[src/rtl/slas_pkg.sv]
package slas_pkg;

  // request kinds on the input channel
  localparam logic REQ_BYTE = 1'b0;
  localparam logic REQ_READ = 1'b1;

  // line control characters
  localparam logic [7:0] CH_CR = 8'h0D;
  localparam logic [7:0] CH_LF = 8'h0A;
  localparam logic [7:0] CH_NUL = 8'h00;

  // sequencer states
  typedef enum logic [2:0] {
    ST_IDLE = 3'b001,
    ST_SEND = 3'b010,
    ST_FAIL = 3'b100
  } state_t;

endpackage

[src/rtl/serial_line_assembler_unit.sv]
// Serial line assembler. Received bytes (req_type 0) are taken one per cycle
// while in_stall is low and give no beat; carriage return is ignored, line feed
// ends the line. Lines live in one memory split into two banks: the build bank
// and the ready bank swap on a line feed that commits a line, so no copy is
// made. A read request (req_type 1) is accepted, then the line streams out one
// beat per cycle while out_stall is low (N beats for an N-byte line), paced by
// the registered read port of the line memory; a failed read gives one beat
// with ok low. While a read is streaming, in_stall stays high. Line length
// limit is LINE_MAX_LEN-1 bytes; a longer line is dropped up to its line feed.
module serial_line_assembler_unit #(
  parameter int LINE_MAX_LEN = 64
) (
  input  logic       clk,
  input  logic       rst,
  input  logic       in_valid,
  output logic       in_stall,
  input  logic       req_type,
  input  logic [7:0] rx_byte,
  input  logic [7:0] dest_capacity,
  output logic       out_valid,
  input  logic       out_stall,
  output logic       ok,
  output logic [7:0] data_byte,
  output logic       last
);

  localparam int CW = (LINE_MAX_LEN > 2) ? $clog2(LINE_MAX_LEN) : 1;
  localparam int AW = CW + 1;
  localparam logic [CW-1:0] FULL_COUNT = CW'(LINE_MAX_LEN - 1);

  slas_pkg::state_t state, state_next;

  logic [CW-1:0] build_count, build_count_next;
  logic          discard_flag, discard_flag_next;
  logic          build_bank, build_bank_next;
  logic [CW-1:0] ready_length, ready_length_next;
  logic          ready_flag, ready_flag_next;
  logic [CW-1:0] rd_idx, rd_idx_next;

  logic          mem_we;
  logic [AW-1:0] mem_waddr;
  logic          mem_re;
  logic [AW-1:0] mem_raddr;
  logic [7:0]    mem_rdata;

  logic in_beat;
  logic out_beat;
  logic is_last;
  logic fits;

  assign in_beat  = in_valid && !in_stall;
  assign out_beat = out_valid && !out_stall;
  assign is_last  = ((AW)'(rd_idx) + 1'b1) == (AW)'(ready_length);
  assign fits     = ready_flag && (ready_length != '0) &&
                    ((9'(ready_length) + 9'd1) <= 9'(dest_capacity));

  // port view of the sequencer
  assign in_stall  = (state != slas_pkg::ST_IDLE);
  assign out_valid = (state == slas_pkg::ST_SEND) || (state == slas_pkg::ST_FAIL);
  assign ok        = (state == slas_pkg::ST_SEND);
  assign data_byte = (state == slas_pkg::ST_SEND) ? mem_rdata : slas_pkg::CH_NUL;
  assign last      = (state == slas_pkg::ST_FAIL) ||
                     ((state == slas_pkg::ST_SEND) && is_last);

  // byte intake and read sequencing
  always_comb begin
    state_next        = state;
    build_count_next  = build_count;
    discard_flag_next = discard_flag;
    build_bank_next   = build_bank;
    ready_length_next = ready_length;
    ready_flag_next   = ready_flag;
    rd_idx_next       = rd_idx;
    mem_we            = 1'b0;
    mem_waddr         = {build_bank, build_count};
    mem_re            = 1'b0;
    mem_raddr         = {!build_bank, rd_idx};

    unique case (state)
      slas_pkg::ST_IDLE: begin
        if (in_beat && req_type == slas_pkg::REQ_READ) begin
          if (fits) begin
            rd_idx_next = '0;
            mem_re      = 1'b1;
            mem_raddr   = {!build_bank, {CW{1'b0}}};
            state_next  = slas_pkg::ST_SEND;
          end else begin
            state_next = slas_pkg::ST_FAIL;
          end
        end else if (in_beat) begin
          if (rx_byte == slas_pkg::CH_LF) begin
            // commit by swapping banks when the slot is free
            if (build_count != '0 && !discard_flag && !ready_flag) begin
              ready_length_next = build_count;
              ready_flag_next   = 1'b1;
              build_bank_next   = !build_bank;
            end
            build_count_next  = '0;
            discard_flag_next = 1'b0;
          end else if (rx_byte != slas_pkg::CH_CR && !discard_flag) begin
            if (build_count < FULL_COUNT) begin
              mem_we           = 1'b1;
              build_count_next = build_count + 1'b1;
            end else begin
              discard_flag_next = 1'b1;
              build_count_next  = '0;
            end
          end
        end
      end
      slas_pkg::ST_SEND: begin
        if (out_beat) begin
          if (is_last) begin
            ready_flag_next = 1'b0;
            state_next      = slas_pkg::ST_IDLE;
          end else begin
            rd_idx_next = rd_idx + 1'b1;
            mem_re      = 1'b1;
            mem_raddr   = {!build_bank, rd_idx + 1'b1};
          end
        end
      end
      slas_pkg::ST_FAIL: begin
        if (out_beat) begin
          state_next = slas_pkg::ST_IDLE;
        end
      end
      default: begin
        state_next = slas_pkg::ST_IDLE;
      end
    endcase
  end

  // control registers
  always_ff @(posedge clk) begin
    if (rst) begin
      state        <= slas_pkg::ST_IDLE;
      build_count  <= '0;
      discard_flag <= 1'b0;
      build_bank   <= 1'b0;
      ready_length <= '0;
      ready_flag   <= 1'b0;
      rd_idx       <= '0;
    end else begin
      state        <= state_next;
      build_count  <= build_count_next;
      discard_flag <= discard_flag_next;
      build_bank   <= build_bank_next;
      ready_length <= ready_length_next;
      ready_flag   <= ready_flag_next;
      rd_idx       <= rd_idx_next;
    end
  end

  // both line banks
  slas_line_mem #(
    .AW(AW)
  ) u_line_mem (
    .clk  (clk),
    .we   (mem_we),
    .waddr(mem_waddr),
    .wdata(rx_byte),
    .re   (mem_re),
    .raddr(mem_raddr),
    .rdata(mem_rdata)
  );

endmodule

[src/rtl/slas_line_mem.sv]
module slas_line_mem #(
  parameter int AW = 7
) (
  input  logic          clk,
  input  logic          we,
  input  logic [AW-1:0] waddr,
  input  logic [7:0]    wdata,
  input  logic          re,
  input  logic [AW-1:0] raddr,
  output logic [7:0]    rdata
);

  logic [7:0] mem [2**AW];

  // one write port, one registered read port; read data holds while re is low
  always_ff @(posedge clk) begin
    if (we) begin
      mem[waddr] <= wdata;
    end
    if (re) begin
      rdata <= mem[raddr];
    end
  end

endmodule

[config.mk]
export PLATFORM = sky130hd
export DESIGN_NAME = serial_line_assembler_unit
export DESIGN_NICKNAME = d
export VERILOG_FILES = /design/src/rtl/slas_pkg.sv /design/src/rtl/serial_line_assembler_unit.sv /design/src/rtl/slas_line_mem.sv
export SDC_FILE = /design/constraint.sdc
export NUM_CORES = 1
export LEC_CHECK = 0
export ABC_AREA = 1
export BUFFER_PORTS_ARGS = -buffer_cell sky130_fd_sc_hd__buf_2
export CAP_MARGIN = 20
export CELL_PAD_IN_SITES_DETAIL_PLACEMENT = 0
export CELL_PAD_IN_SITES_GLOBAL_PLACEMENT = 1
export CORE_MARGIN = 3
export CORE_UTILIZATION = 45
export DETAILED_ROUTE_END_ITERATION = 10
export HOLD_SLACK_MARGIN = 0.12
export PLACE_DENSITY = 0.82
export SYNTH_ARGS = -nofsm -noshare
export SYNTH_HDL_FRONTEND = slang
export SYNTH_SLANG_ARGS = --single-unit
[constraint.sdc]
create_clock -name clk -period 6.92 [get_ports clk]
set_input_delay 0.346 -clock clk [delete_from_list [all_inputs] [get_ports clk]]
set_output_delay 0.346 -clock clk [all_outputs]
set_load 0.05 [all_outputs]
==> impl_metrics.env <==
export IMPL_outcome="finished clean"
export IMPL_fp_dieW_um=331
export IMPL_ys_async_sr_fraction_pct=0
export IMPL_p_per_area_nw_per_um2=248
export IMPL_synth_top_family_by_area="simple AND/OR/NAND/NOR gates"
export IMPL_drc=0
export IMPL_cap_violations=0
export IMPL_seq_area_um2=31500
export IMPL_slowest_delay_ns=0.43
export IMPL_syn_area_per_cell_um2=10.8
export IMPL_critPathArrivalTime_ns=5.59
export IMPL_p_sw_mw=2.70
export IMPL_p_leak_nw=19.6
export IMPL_dp_hpwl_um=69900
export IMPL_finalWirelength_um=127000
export IMPL_rows=118
export IMPL_critPathRequiredTime_ns=7.35
export IMPL_clockBufferDepth=3
export IMPL_drt_wirelength_per_cell_um=22.0
export IMPL_slowest_stage="clkinv_2"
export IMPL_tns_ns=0
export IMPL_met3_length_um=10900
export IMPL_ant_nets=0
export IMPL_drt_pass1_iterations=6
export IMPL_worstHoldPathType="in2reg"
export IMPL_grt_antenna_before_repair=3
export IMPL_syn_area_um2=47400
export IMPL_die_y_um=331
export IMPL_hp_start="req_type"
export IMPL_yosys_top_cells_count="1032 x edfxtp_1, 1030 x nand3_1, 801 x nand2_1"
export IMPL_cts_tree="done"
export IMPL_cts_sinks=1056
export IMPL_ys_seq_area_share_pct=66.4
export IMPL_multi_input_area_um2=12200
export IMPL_yosys_warnings=0
export IMPL_port_buffers=32
export IMPL_drv_slew=0
export IMPL_fin_skew_ns=0.0361
export IMPL_cts_buffers=108
export IMPL_fillers=9204
export IMPL_drt_iter0_drc=3630
export IMPL_via_count=32100
export IMPL_cp_common_cell="nand2_1"
export IMPL_synth_xor_area_share_pct=0.129
export IMPL_p_comb_share_pct=2.2
export IMPL_grt_pass1_wl_um=191000
export IMPL_setup_violations=0
export IMPL_crit_buf_inv=3
export IMPL_synth_fa_ha_area_share_pct=0.317
export IMPL_drive_gt1_share_pct=5.55
export IMPL_rsz0062_at_grt="false"
export IMPL_ys_types=37
export IMPL_area_delta_synth_final_pct=9.44
export IMPL_clock_power_share_pct=43.2
export IMPL_avgViaCountPerCell=5.54
export IMPL_drt_met1_wl_um=54300
export IMPL_p_int_mw=10.2
export IMPL_clk_pin_slew_ns=0.06
export IMPL_synth_seq_cells=1056
export IMPL_insertion_delay_ns=0.70
export IMPL_maxSlewHeadroom_pct=23.1
export IMPL_yosys_area_share_simple_pct=24.5
export IMPL_grt_pass1_vias=30000
export IMPL_p_sw_share_pct=20.9
export IMPL_overflow=0
export IMPL_power_mw=12.9
export IMPL_gp_congestion=0.830
export IMPL_synth_compound_area_share_pct=0.636
export IMPL_coreArea_um2=104000
export IMPL_met2_length_um=58200
export IMPL_synth_top_area_share_pct=65.3
export IMPL_rrSetupSlack_ns=1.76
export IMPL_r2r_end="u_line_mem.rdata[5]"
export IMPL_synth_area_top_cells="edfxtp_1 65%, nand3_1 11%, nand2_1 6.3%"
export IMPL_netlist_instances=4412
export IMPL_top_level_ports=33
export IMPL_top_layer_used="met4"
export IMPL_clock_fmax_mhz=194
export IMPL_critPathMaxFanout=48
export IMPL_cts_root_buffer="clkbuf_16"
export IMPL_synth_edff_count=1032
export IMPL_worstMarginPinSlew_ns=1.15
export IMPL_cp_start_kind="register"
export IMPL_synthFlopType="edfxtp_1"
export IMPL_period_share_pct=74.6
export IMPL_htree_levels=3
export IMPL_initial_core_util_pct=45.6
export IMPL_postCtsSetupBuffers=0
export IMPL_r2r_start="ready_length[0]"
export IMPL_final_nets=4362
export IMPL_synthMuxAreaShare_pct=0
export IMPL_yosysTopAreaCell="edfxtp_1"
export IMPL_path_class="reg2reg"
export IMPL_peakVddDrop_v=0.000197
export IMPL_whs_path_depth=6
export IMPL_synthesis_nets=4445
export IMPL_holdPathEnd="build_count[0]"
export IMPL_pwr_share_seq_pct=54.6
export IMPL_grt_max_degree=204
export IMPL_worst_setup_path_end_kind="register"
export IMPL_yosysMostFrequentCell="edfxtp_1"
export IMPL_hold_viol_final=0
export IMPL_fin_crit_ns=5.16
export IMPL_gr_usage_all_layers_pct=23.1
export IMPL_die_area_um2=109000
export IMPL_critPathTopFamily="simple AND/OR/NAND/NOR gates"
export IMPL_reg2reg_depth=26
export IMPL_insertedDiodeCount=0
registers in the layout (all words and copies together) (netlist names):
| name | flops |
|---|---|
| build_count | 6 |
| ready_flag | 1 |
| u_line_mem.mem | 1024 |
| u_line_mem.rdata | 8 |
| build_bank | 1 |
| rd_idx | 6 |
| ready_length | 6 |
| discard_flag | 1 |
| state | 3 |
power groups by stage:
stage          clock network, mW  logic, mW  registers (mW)
6_report                    5.57      0.287            7.05
5_1_grt                     5.87      0.308            7.04
3_5_place_dp                   0      0.284            7.18
2_1_floorplan                  0     0.0984            7.18
4_1_cts                     5.62      0.286            7.05
3_3_place_gp                   0      0.280            7.18
placed cells by master (no fill, tap or decap), types with 2 or more instances in the layout:
master | Yosys | layout
inv_2 | 7 | 5
clkinv_1 | 1 | 25
dlygate4sd3_1 | 0 | 4
buf_2 | 170 | 24
a21oi_1 | 17 | 17
o21ai_4 | 0 | 2
buf_12 | 0 | 15
clkinvlp_4 | 0 | 2
nand2_1 | 801 | 801
clkinv_16 | 0 | 3
nor2_1 | 166 | 166
nand3_2 | 3 | 5
nor3_1 | 8 | 8
clkbuf_1 | 47 | 29
buf_4 | 49 | 41
ha_1 | 12 | 12
o21ai_0 | 14 | 14
bufinv_16 | 0 | 5
nand4_1 | 4 | 4
nand2_8 | 0 | 4
o211ai_1 | 8 | 8
xor2_1 | 6 | 6
nor4_1 | 4 | 4
inv_1 | 626 | 626
o21ai_2 | 4 | 3
clkinv_2 | 0 | 16
nor3_2 | 2 | 2
nand3_1 | 1030 | 1027
nand3b_1 | 350 | 350
clkbuf_16 | 0 | 111
edfxtp_1 | 1032 | 1032
a211oi_1 | 2 | 2
dfxtp_1 | 24 | 24
through the flow:
stage	util (%)	cell area [um2]	hold slack (ns)	setup slack (ns)	std cells
global route	49.9	51900	0.179	1.37	5791
floorplan	-	47400	0.437	3.71	4412
global placement	46.6	48500	0.460	1.89	5595
finish	49.9	51900	0.183	1.76	5791
detailed placement	46.6	48500	0.475	1.84	5595
CTS	49.9	51900	0.139	1.77	5791
routing by layer:
layer,vias up,track usage [%]
met5,-,0
met4,0,7.12
met3,226,4.01
met2,1466,35.8
met1,15600,33.3
li1,14800,-
worst max path at each step:
stage	depth (start not counted)	endpoint	slack, ns	start
3_5_place_dp	26	u_line_mem.rdata[5]	1.84	ready_length[0]
5_1_grt	26	u_line_mem.rdata[1]	1.37	ready_length[0]
6_report	26	u_line_mem.rdata[5]	1.76	ready_length[0]
3_3_place_gp	26	u_line_mem.rdata[5]	1.89	ready_length[0]
4_1_cts	26	u_line_mem.rdata[5]	1.77	ready_length[0]
2_1_floorplan	24	u_line_mem.rdata[3]	3.71	ready_length[0]
cell families (layout without fill, tap and decap cells):
logic type / after synthesis / in the layout
AND/OR/NAND/NOR: 2376 / 2376
flip-flops: 1056 / 1056
buffers and inverters: 911 / 910
AO/OA/AOI/OAI: 50 / 50
adder cells (fa/ha/maj): 12 / 12
XOR/XNOR: 7 / 7
area by class of cell:
type / count / area share (%)
Tap cell: 1380 / 3.33
Sequential cell: 1056 / 60.6
Clock inverter: 52 / 0.875
Timing Repair Buffer: 84 / 1.48
Clock buffer: 140 / 5.56
Multi-Input combinational cell: 2445 / 23.5
Inverter: 634 / 4.59
worst min-delay path, delay by kind of cell:
kind	cells	cell delay (ns)
buffers and inverters	2	0.20
and+or+nand+nor	3	0.20
AOI/OAI and AO/OA	1	0.09
repair_timing:
item / in CTS / in global routing
endpoints found under the hold margin: 29 / 0
gates resized for setup: 0 / 0
hold buffers: 4 / 0
setup endpoints to repair: 0 / 0
Power figures use the tool's default switching activity.
